===== config.mk =====
export PLATFORM = sky130hd
export DESIGN_NAME = lz_pair_bit_packer
export DESIGN_NICKNAME = d
export VERILOG_FILES = /design/src/rtl/lzbp_pkg.sv /design/src/rtl/lz_pair_bit_packer.sv /design/src/rtl/lzbp_front.sv /design/src/rtl/lzbp_job_fifo.sv /design/src/rtl/lzbp_back.sv
export SDC_FILE = /design/constraint.sdc
export NUM_CORES = 1
export LEC_CHECK = 0
export ABC_AREA = 0
export BUFFER_PORTS_ARGS = -buffer_cell sky130_fd_sc_hd__buf_4
export CORE_ASPECT_RATIO = 1.1
export CORE_MARGIN = 1.5
export CORE_UTILIZATION = 50
export DETAILED_ROUTE_END_ITERATION = 10
export PLACE_DENSITY = 0.69
export SYNTH_ARGS = -nofsm -noshare
export SYNTH_HDL_FRONTEND = slang
export SYNTH_SLANG_ARGS = --single-unit

===== constraint.sdc =====
create_clock -name clk -period 14 [get_ports clk]
set_input_delay 2.8 -clock clk [delete_from_list [all_inputs] [get_ports clk]]
set_output_delay 2.8 -clock clk [all_outputs]
set_load 0.01 [all_outputs]

===== src/rtl/lzbp_pkg.sv =====
// Package for the LSB-first pair bit packer.
// Holds the word types, size constants and action codes shared by all rtl/ modules.
// No dependencies.
package lzbp_pkg;

  localparam int CODE_WIDTH   = 16;
  localparam int SYMBOL_WIDTH = 8;
  localparam int BYTE_BITS    = 8;
  localparam int NBITS_WIDTH  = 5;
  localparam int PEND_WIDTH   = BYTE_BITS - 1;
  localparam int PCNT_WIDTH   = 3;
  localparam int ACC_WIDTH    = PEND_WIDTH + CODE_WIDTH + SYMBOL_WIDTH;
  localparam int MAX_BYTES    = ACC_WIDTH / BYTE_BITS;
  localparam int JOB_BITS     = MAX_BYTES * BYTE_BITS;
  localparam int CNT_WIDTH    = $clog2(MAX_BYTES + 1);
  localparam int POS_WIDTH    = $clog2(ACC_WIDTH + 1);

  localparam logic ACT_PAIR  = 1'b0;
  localparam logic ACT_FLUSH = 1'b1;

  typedef struct packed {
    logic                   action;
    logic [CODE_WIDTH-1:0]  code_value;
    logic [7:0]             symbol_byte;
    logic [NBITS_WIDTH-1:0] code_bits;
  } in_word_t;

  typedef struct packed {
    logic [7:0] out_byte;
    logic       last_of_item;
  } out_word_t;

  // Up to MAX_BYTES finished bytes of one item, earliest byte in the low bits.
  typedef struct packed {
    logic [JOB_BITS-1:0]  bytes;
    logic [CNT_WIDTH-1:0] count;
  } job_t;

endpackage


===== src/rtl/lz_pair_bit_packer.sv =====
// Top level of the LSB-first pair bit packer.
// Depends on lzbp_pkg, lzbp_front, lzbp_job_fifo and lzbp_back.
//
// This block packs (code, symbol) pairs into a byte stream, least significant
// bit first. A pair word appends the low code_bits bits of code_value (values
// above 16 count as 16) and then the 8 bits of symbol_byte to a bit
// accumulator; every finished byte comes out as one result word, and the last
// byte caused by an input word carries last_of_item. A flush word sends out the
// partial byte, zero-padded in its high bits, and clears the accumulator; a
// flush with nothing pending produces no result. The input side takes one word
// per cycle while the two-entry job queue has room. The result side delivers
// one byte per cycle while pop is held, so a pair yields one to three result
// words and a flush zero or one; the sustained rate is set by that byte-wide
// result port. The first result can be popped in the cycle after its input
// word is accepted.
module lz_pair_bit_packer (
  input  logic                clk,
  input  logic                rst,
  input  logic                push,
  output logic                full,
  input  lzbp_pkg::in_word_t  item,
  output logic                empty,
  input  logic                pop,
  output lzbp_pkg::out_word_t result
);
  import lzbp_pkg::*;

  logic accept;
  logic job_valid;
  job_t job;
  job_t head;
  logic head_done;

  // A word is taken whenever the queue has a free entry; the front end
  // updates its leftover bits in the same cycle.
  assign accept = push && !full;

  lzbp_front u_front (
    .clk       (clk),
    .rst       (rst),
    .accept    (accept),
    .item      (item),
    .job_valid (job_valid),
    .job       (job)
  );

  // Jobs with no bytes never enter the queue, so every queued job yields
  // at least one result word.
  lzbp_job_fifo u_fifo (
    .clk    (clk),
    .rst    (rst),
    .wr     (job_valid),
    .wr_job (job),
    .rd     (head_done),
    .head   (head),
    .empty  (empty),
    .full   (full)
  );

  lzbp_back u_back (
    .clk        (clk),
    .rst        (rst),
    .head       (head),
    .head_empty (empty),
    .pop        (pop),
    .head_done  (head_done),
    .result     (result)
  );

endmodule


===== src/rtl/lzbp_front.sv =====
// Front end of the pair bit packer: accepts words, keeps the leftover bits,
// and turns each word into a job of finished bytes. Depends on lzbp_pkg.
module lzbp_front (
  input  logic              clk,
  input  logic              rst,
  input  logic              accept,
  input  lzbp_pkg::in_word_t item,
  output logic              job_valid,
  output lzbp_pkg::job_t    job
);
  import lzbp_pkg::*;

  logic [PEND_WIDTH-1:0]  pending_bits, pending_bits_next;
  logic [PCNT_WIDTH-1:0]  pending_count, pending_count_next;

  logic [NBITS_WIDTH-1:0] nbits;
  logic [CODE_WIDTH-1:0]  code_m;
  logic [POS_WIDTH-1:0]   sym_pos;
  logic [POS_WIDTH-1:0]   total;
  logic [ACC_WIDTH-1:0]   acc;
  logic [ACC_WIDTH-1:0]   acc_rest;
  logic [CNT_WIDTH-1:0]   nbytes;

  always_comb begin
    if (item.code_bits > NBITS_WIDTH'(CODE_WIDTH)) begin
      nbits = NBITS_WIDTH'(CODE_WIDTH);
    end else begin
      nbits = item.code_bits;
    end
    code_m  = item.code_value & ~({CODE_WIDTH{1'b1}} << nbits);
    sym_pos = POS_WIDTH'(pending_count) + POS_WIDTH'(nbits);
    total   = sym_pos + POS_WIDTH'(SYMBOL_WIDTH);
    acc     = ACC_WIDTH'(pending_bits)
            | (ACC_WIDTH'(code_m) << pending_count)
            | (ACC_WIDTH'(item.symbol_byte[SYMBOL_WIDTH-1:0]) << sym_pos);
    nbytes  = CNT_WIDTH'(total / BYTE_BITS);
    acc_rest = acc >> (nbytes * BYTE_BITS);

    pending_bits_next  = pending_bits;
    pending_count_next = pending_count;
    job_valid          = 1'b0;
    job.bytes          = acc[JOB_BITS-1:0];
    job.count          = nbytes;

    if (accept) begin
      if (item.action == ACT_FLUSH) begin
        job.bytes          = JOB_BITS'(pending_bits);
        job.count          = CNT_WIDTH'(1);
        job_valid          = (pending_count != '0);
        pending_bits_next  = '0;
        pending_count_next = '0;
      end else begin
        job_valid          = (nbytes != '0);
        pending_count_next = total[PCNT_WIDTH-1:0];
        pending_bits_next  = acc_rest[PEND_WIDTH-1:0]
                           & ~({PEND_WIDTH{1'b1}} << total[PCNT_WIDTH-1:0]);
      end
    end
  end

  always_ff @(posedge clk) begin
    if (rst) begin
      pending_bits  <= '0;
      pending_count <= '0;
    end else begin
      pending_bits  <= pending_bits_next;
      pending_count <= pending_count_next;
    end
  end

endmodule


===== src/rtl/lzbp_job_fifo.sv =====
// Two-entry job queue between the front end and the byte serializer.
// Depends on lzbp_pkg.
module lzbp_job_fifo (
  input  logic           clk,
  input  logic           rst,
  input  logic           wr,
  input  lzbp_pkg::job_t wr_job,
  input  logic           rd,
  output lzbp_pkg::job_t head,
  output logic           empty,
  output logic           full
);
  import lzbp_pkg::*;

  job_t       mem [2];
  logic       wr_ptr;
  logic       rd_ptr;
  logic [1:0] fill;

  assign empty = (fill == 2'd0);
  assign full  = (fill == 2'd2);
  assign head  = mem[rd_ptr];

  always_ff @(posedge clk) begin
    if (wr) begin
      mem[wr_ptr] <= wr_job;
    end
  end

  always_ff @(posedge clk) begin
    if (rst) begin
      wr_ptr <= 1'b0;
      rd_ptr <= 1'b0;
      fill   <= 2'd0;
    end else begin
      if (wr) begin
        wr_ptr <= ~wr_ptr;
      end
      if (rd) begin
        rd_ptr <= ~rd_ptr;
      end
      case ({wr, rd})
        2'b10:   fill <= fill + 2'd1;
        2'b01:   fill <= fill - 2'd1;
        default: fill <= fill;
      endcase
    end
  end

endmodule


===== src/rtl/lzbp_back.sv =====
// Back end of the pair bit packer: hands out the bytes of the head job one
// word at a time and retires the job after its last byte. Depends on lzbp_pkg.
module lzbp_back (
  input  logic                 clk,
  input  logic                 rst,
  input  lzbp_pkg::job_t       head,
  input  logic                 head_empty,
  input  logic                 pop,
  output logic                 head_done,
  output lzbp_pkg::out_word_t  result
);
  import lzbp_pkg::*;

  logic [CNT_WIDTH-1:0] idx;
  logic                 is_last;
  logic                 take;

  assign is_last   = (idx == head.count - CNT_WIDTH'(1));
  assign take      = pop && !head_empty;
  assign head_done = take && is_last;

  always_comb begin
    result.out_byte     = 8'(head.bytes >> (idx * BYTE_BITS));
    result.last_of_item = is_last;
  end

  always_ff @(posedge clk) begin
    if (rst) begin
      idx <= '0;
    end else if (take) begin
      if (is_last) begin
        idx <= '0;
      end else begin
        idx <= idx + CNT_WIDTH'(1);
      end
    end
  end

endmodule


==> results.md, run 1 <==
- The flow ran to the end, and the final reports show no timing, DRC or antenna violations.
- For this design the ratio of total power to cell area is 103.1 nW/um2.
- Port buffering added 44 buffers.
- The worst hold path was traced through 2 stages.
- The arrival time of data at the critical path endpoint is 6.51 ns.
- Clock latency on the worst-skew pair, taken at its later pin, is 0.34 ns.
- The leading cell type in the layout, fill and taps excluded is edfxtp_1.
- The post-route clock period utilization is 44.44%.
- The clock tree skew after final layout is 0.009370 ns.
- After layout, the minimum clock period comes to 6.222 ns.
- The min-delay analysis places its worst path in the category flop to flop.
- The count of nets left with antenna violations once routing finished came out at 0.
- The number of buffers and inverters on the critical path is 3.
- The critical path launch point type is an input port.
- The largest net degree at the start of global routing is 35.
- Pin placement for this block handled 45 I/O pins.
- The wire length of the first global-routing pass is 22200 um.
- The number of flip-flops and latches in the synthesized netlist is 69.
- The post-CTS repair timing setup buffer count is 0.
- The count of standard-cell rows is 37.
- For this run, design rule violations remaining after detail routing come to 0.
- Grouping stages by cell kind, the critical path spends the most delay in compound AO/OA/AOI/OAI gates.
- The critical hold path startpoint is u_front.pending_bits[6].
- The number of antenna violations at the first check in global routing is 0.
- The area enclosed by the die boundary is 10490 um2.
- The tree built by TritonCTS fans out to 69 sinks.
- The H-tree was split into 3 levels.
- From synthesis to final layout, the design area changed by 11.06%.
- Setup violations remaining at the end of the flow were counted as 0.
- The sum of routed wire length over all layers is 14090 um.
- Setup repair after global routing left no endpoint under its margin.
- The static power due to leakage is 1.956 nW.
- The clock tree root buffer cell is clkbuf_8.
- The number of placed instances, taps included is 657.
- The number of endpoints with negative hold slack in the final report was 0.
- After detailed routing, the average wire length per cell comes to 20.93 um.
- The layout cell share with drive strength beyond 1 is 17.45%.
- The final net count is 591.
- The via density per instance is 6.626.
- The count of distinct cell types in the synthesized netlist is 73.
- By startpoint and endpoint, the worst setup path is classified as input port to flop.
- The critical-path maximum fanout is 20.
- The highest attainable clock frequency is 160.7 MHz.
- The launch instance of the worst register-to-register path is u_front.pending_count[1].
- The number of stages on the worst setup path is 13.
- The via count of the first global-routing pass is 4104.
- At the end of routability-driven placement, the weighted congestion stood at 0.9598.
- After clock tree synthesis, the repair step resized 0 gates.
- The total congestion overflow after global routing is 0.
- The number of maximum-capacitance violations is 0.
- Cells fill 57.85% of the core in the end.
- Headroom to the max-slew limit came out at 40.49%.
- After clock tree synthesis, the clock-pin slew on the worst setup and hold paths is 0.07 ns.
- The global-route usage over all layers is 27.42%.
- The maximum VDD drop is 0.00004610 V.
- The hold buffer count at CTS is 0.
- In this run the biggest area consumer among cell types represents 31.59% of the synthesized area.
- The count of warnings emitted by yosys is 0.
- edfxtp_1 takes more of the synthesized area than any other cell.
- Measured in cells, the most critical reg-to-reg path has a length of 12.
- When the netlist entered floorplanning its net count stood at 571.
- The buffer levels on the longest clock path is 2.
- For the pin with the worst max-slew slack, the measured transition is 0.8910 ns.
- For this block, the initial DRC count from the detailed router was 394.
- The number of clock buffers added by TritonCTS is 9.
- In this run the standard cell core region covers 9490 um2.
- TritonCTS built the clock tree.
- For this run, asynchronously set or reset flops after synthesis account for 0%.
- For this design, the slowest cell found on the critical path is ha_1.
- The post-detailed-placement half-perimeter wirelength is 10590 um.
- The worst setup path is captured at a flop.
- At the worst endpoint, the required time is 14.28 ns.
- The cell area that synthesis handed to floorplanning was 4943 um2.
- In this run the register-to-register setup slack is 10.07 ns.
- Counting every instance in the synthesized netlist gives 531.
- The layout has 852 filler cells.
- From left edge to right edge, the die measures 97.81 um.
- The pre-antenna-repair detailed-routing pass consisted of 5 iterations.
- The critical path goes through buf_4 > nor2b_1 > ha_1 > a21o_1 > a21oi_2 > xnor2_2 > clkinv_1 > ha_1 > clkinv_1 > nand2_1 > a2111oi_4 > a2111oi_1 > a21o_1.
- By area the synthesized netlist is led by edfxtp_1, dfxtp_1, mux2i_1.
- The count of vias placed by the detailed router is 4459.
- The synthesized design contains 52 enable-type register cells.
- The overall die height is 107.3 um.
- The launching instance or port of the critical path is item[1].
- Averaged over all synthesized cells, the footprint is 9.310 um2.
- 0 antenna diodes ended up in the layout.
- For this configuration, the core starts out at a cell density of 52.09%.
- In the synthesized netlist the dominant register cell turns out to be edfxtp_1.
- Of the synthesized area, sequential elements account for 38.47%.
- Leaving out fill and tap cells, the most frequent cells in the layout are edfxtp_1, nand2_1, buf_4, a21oi_1, nor2_1.
- The number of non-filler instances in the completed layout is 673.
- The accumulated negative setup slack is 0 ns.
- The number of max-slew violations in the final report is 0.
- The longest individual stage delay on the worst path is 0.56 ns.
==> registers in the layout (all words and copies together), names as in the netlist, named ones only <==
name                   cells
u_fifo.mem                52
u_front.pending_bits       7
u_front.pending_count      3
u_back.idx                 2
u_fifo.fill                2
u_fifo.rd_ptr              1
u_fifo.wr_ptr              1
==> layout make-up <==
| class | instances | area, um2 | share of cell area [%] |
|---|---|---|---|
| clock buffers | 12 | 135.1 | 2.461 |
| clock inverters | 4 | 72.57 | 1.322 |
| inverters | 22 | 82.58 | 1.504 |
| multi-input cells | 398 | 2769 | 50.43 |
| flip-flops and latches | 69 | 1902 | 34.64 |
| well taps | 117 | 146.4 | 2.666 |
| repair buffers | 51 | 382.9 | 6.974 |
==> Yosys cell counts (8+ instances only) <==
master / n
nand2_1: 51
clkbuf_1: 17
nor2_1: 41
edfxtp_1: 52
nor3_1: 11
mux4_2: 9
o21a_1: 9
a31oi_1: 14
dfxtp_1: 17
inv_1: 19
nand3_1: 9
o22ai_1: 14
mux2_2: 9
mux2i_1: 22
o21ai_0: 26
and3_1: 8
buf_2: 16
a21o_1: 8
a21oi_1: 42
==> cells by family after synthesis <==
logic type | synth area share [%]
adder cells (fa/ha/maj) | 1.873
buffers and inverters | 5.720
AO/OA/AOI/OAI | 27.41
AND/OR/NAND/NOR | 14.22
flip-flops | 38.47
multiplexers | 10.60
XOR/XNOR | 1.696
==> metrics by stage <==
step | hold WS (ns) | setup WS, ns | instance area [um2] | power [W]
after floorplan | 0.4256 | 7.272 | 4943 | 0.0003483
after global placement | 0.4377 | 7.689 | 5283 | 0.0003953
after detailed placement | 0.4416 | 7.529 | 5283 | 0.0003968
after CTS | 0.4516 | 7.902 | 5490 | 0.0005666
after global routing | 0.4772 | 7.528 | 5490 | 0.0005899
final | 0.4481 | 7.778 | 5490 | 0.0005659
==> power breakdown <==
part | internal [W] | leakage (nW) | total [W] | switching [W]
Sequential | 0.000237 | 0.622 | 0.000242 | 0.00000529
Clock | 0.000100 | 0.101 | 0.000171 | 0.0000702
Combinational | 0.0000596 | 1.23 | 0.000153 | 0.0000939
Total | 0.000396 | 1.96 | 0.000566 | 0.000169
==> worst paths after layout <==
path | end
min reg2reg | u_front.pending_bits[6]
max reg2reg | u_front.pending_bits[3]
min | u_front.pending_bits[6]
max | u_front.pending_bits[3]
==> worst reg2reg max path, cell delays in order (launching register included) <==
cell,delay (ns)
dfxtp_1,0.31
buf_4,0.32
ha_1,0.31
a21o_1,0.21
a21oi_2,0.30
xnor2_2,0.26
clkinv_1,0.36
ha_1,0.56
clkinv_1,0.29
nand2_1,0.30
a2111oi_4,0.09
a2111oi_1,0.43
a21o_1,0.12
==> per-layer routing <==
layer | global-route usage [%] | up-vias | wire [um]
met4 | 13.78 | 0 | 628
met2 | 44.30 | 197 | 6597
met1 | 36.76 | 2133 | 6075
li1 | - | 2094 | -
met5 | 0 | - | 0
met3 | 3.052 | 35 | 785
Note: power is estimated with default switching activity, not from simulation.
==> run 2: changes to the inputs <==
- clock period: 14 -> 6.4 ns (I/O delays scaled with it)
==> run 2 against run 1 <==
Compared with the run above: critical endpoint unchanged; utilization shrank 0.50 points; combinational power up 120%; total power grew 100%; highest routed layer unchanged; clock-buffer cell count is the same; largest cell class unchanged; via count unchanged; wire length fell by 0.72%; final area shrank 0.87%.
==> results.md, run 2 (same netlist as run 1, synthesis figures left out) <==
- In this run, CTS created clock tree buffers numbering 9.
- The overall die height is 107.3 um.
- The largest registers in the layout are u_fifo.mem x52, u_front.pending_bits x7, u_front.pending_count x3.
- The area enclosed by the die boundary is 10490 um2.
- Clock-pin slew was measured on the worst setup and hold paths at 0.07 ns.
- The highest attainable clock frequency is 216.2 MHz.
- The total DRC errors in the routed layout is 0.
- The most flop-heavy register is u_fifo.mem.
- After global routing the overflow that remains totals 0.
- The cell with the largest stage delay on the worst path is ha_1.
- The number of resized instances in the post-cts repair step is 0.
- Setup repair after global routing left no endpoint under its margin.
- The power per cell area is 212.4 nW/um2.
- The longest individual stage delay on the worst path is 0.56 ns.
- The number of hold buffers added after CTS was 0.
- The placed instance area is 5283 um2.
- The tool flagged a number of max-cap violations equal to 0.
- STA classifies the critical path startpoint as an input port.
- The library cells used most frequently in the layout, excluding fill and tap cells, are edfxtp_1, nand2_1, buf_4, a21oi_1, nor2_1.
- The routed design has 13990 um of wire.
- Pin placement for this block handled 45 I/O pins.
- The number of antenna violations at the first check in global routing is 0.
- For this design, the sink count on the clock tree is 69.
- At the later pin of the worst-skew pair, clock insertion delay measures 0.34 ns.
- The clock tree synthesis step divided the H-tree into 3 levels.
- Between clock sinks in the finished design, the worst skew comes to 0.01235 ns.
- STA classifies the critical path endpoint as a flop.
- The endpoint of the lowest-slack register-to-register path is u_front.pending_bits[3].
- In this run the core area contains 37 standard-cell rows.
- The final critical path time including I/O delays and setup is 4.625 ns.
- Across every metal layer, demand over resource in global routing totals 26.71%.
- The iteration-0 DRC count of the detailed router is 381.
- The number of diodes is 0.
- The run finished with clean final reports.
- The measured slew at the worst slew-check pin is 0.9775 ns.
- Counting along the longest clock path gives a buffer depth of 2.
- The number of endpoints with negative hold slack in the final report is 0.
- In this run the worst path has a maximum fanout of 20.
- In this run the static leakage power is 1.932 nW.
- The filler cell count is 832.
- The first global-routing pass estimated 21800 um of wire.
- The number of cell instances on the worst register-to-register path is 12.
- The reg2reg setup slack is 2.52 ns.
- The critical path in this run is classified as input port to flop.
- The maximum VDD drop is 0.00008164 V.
- Final hold analysis gives a worst-case slack of 0.4581 ns.
- Once layout is done, the placed cells without fillers occupy 5443 um2.
- Leaving out fill and tap cells, the most frequent cell in the layout is edfxtp_1.
- Once the clock tree was built, the setup fixing pass inserted 0 buffers.
- The register with the most flip-flops in the layout has 52 of them.
- The layout cell share with drive strength beyond 1 is 17.45%.
- The accumulated negative setup slack is 0 ns.
- Counting instances, the worst hold path has a depth of 1.
- The pre-antenna-repair detailed-routing pass consisted of 5 iterations.
- The tightest min-delay check is of the flop to flop type.
- The relative max-transition margin is 34.71%.
- The detail route stage leaves a number of antenna-violating nets equal to 0.
- The count of port buffers added during placement is 44.
- The post-route clock period utilization is 72.26%.
- After the last flow step, the layout net total stands at 591.
- The final setup violation count is 0.
- For the worst setup path, the data arrival time is 4.91 ns.
- Once the floorplan was initialized, standard cells occupied 52.09% of the core.
- Once detailed placement completed, the half-perimeter wirelength came to 10490 um.
- The critical hold path startpoint is u_front.pending_bits[3].
- TritonCTS built the clock tree.
- The count of vias placed by the detailed router is 4459.
- The clock tree root buffer cell is clkbuf_8.
- The post-synthesis to final-layout area growth is 10.10%.
- The horizontal die dimension is 97.81 um.
- The worst hold path terminates at u_front.pending_bits[3].
- For the worst setup path, the data required time is 6.68 ns.
- The core area is 9490 um2.
- The via count of the first global-routing pass is 4010.
- The final weighted congestion in routability-driven placement is 0.9380.
- The signal on the critical path passes through buf_4 > nor2b_1 > ha_1 > a21o_1 > a21oi_2 > xnor2_2 > clkinv_1 > ha_1 > clkinv_1 > nand2_1 > a2111oi_4 > a2111oi_1 > a21o_1.
- Entering global routing, the biggest net connects 35 pins.
- After detailed routing, the average wire length per cell comes to 20.78 um.
- The number of max-slew violations in the final report came to 0.
- The launch instance of the worst register-to-register path is u_front.pending_count[1].
- Dividing the detail-routed via count by the number of cells gives 6.626.
## run 2: changes by cell type in the layout (fill, tap and decap cells not counted)
| cell | delta |
|---|---|
| bufinv_16 | -2 |
| clkinv_2 | +1 |
| clkinvlp_4 | +1 |
## run 2: cell type report
class	instances	area, um2	area share, %
well taps	117	146.4	2.690
clock inverters	4	25.02	0.4598
repair buffers	51	382.9	7.034
inverters	22	82.58	1.517
clock buffers	12	135.1	2.483
multi-input cells	398	2769	50.87
flip-flops and latches	69	1902	34.94
## run 2: report_power, final
| group | switching, W | internal (W) |
|---|---|---|
| sequential | 0.0000118 | 0.000518 |
| clock | 0.000153 | 0.000140 |
| combinational | 0.000204 | 0.000130 |
## run 2: worst max-delay path by stage
stage	startpoint	endpoint	depth (start not counted)
2_1_floorplan	item[4]	u_fifo.mem[0][0]	13
3_3_place_gp	item[1]	u_front.pending_bits[3]	13
3_5_place_dp	item[1]	u_front.pending_bits[3]	13
4_1_cts	item[1]	u_front.pending_bits[3]	13
5_1_grt	item[1]	u_front.pending_bits[3]	13
6_report	item[1]	u_front.pending_bits[3]	13
## run 2: critical path: cells and delay by family
kind	cells	cell delay (ns)
compound gates	5	1.12
buf+inv	3	0.85
xor+xnor	1	0.26
simple gates	2	0.56
fa+ha+maj	2	0.83
## run 2: per-stage QoR
step / setup WS [ns] / utilization [%] / instances / power [W]
CTS: 1.873 / 57.35 / 673 / 0.001159
detailed placement: 1.513 / 55.66 / 657 / 0.0008676
global placement: 1.642 / 55.66 / 657 / 0.0008624
global route: 1.475 / 57.35 / 673 / 0.001210
floorplan: 1.192 / - / 531 / 0.0007618
finish: 1.775 / 57.35 / 673 / 0.001156
## run 2: layer usage
metal / wire [um] / GRT usage [%] / vias to the layer above
met5: 0 / 0 / -
met4: 706 / 14.69 / 0
met3: 739 / 2.987 / 44
li1: - / - / 2088
met2: 6501 / 42.26 / 194
met1: 6038 / 36.02 / 2133
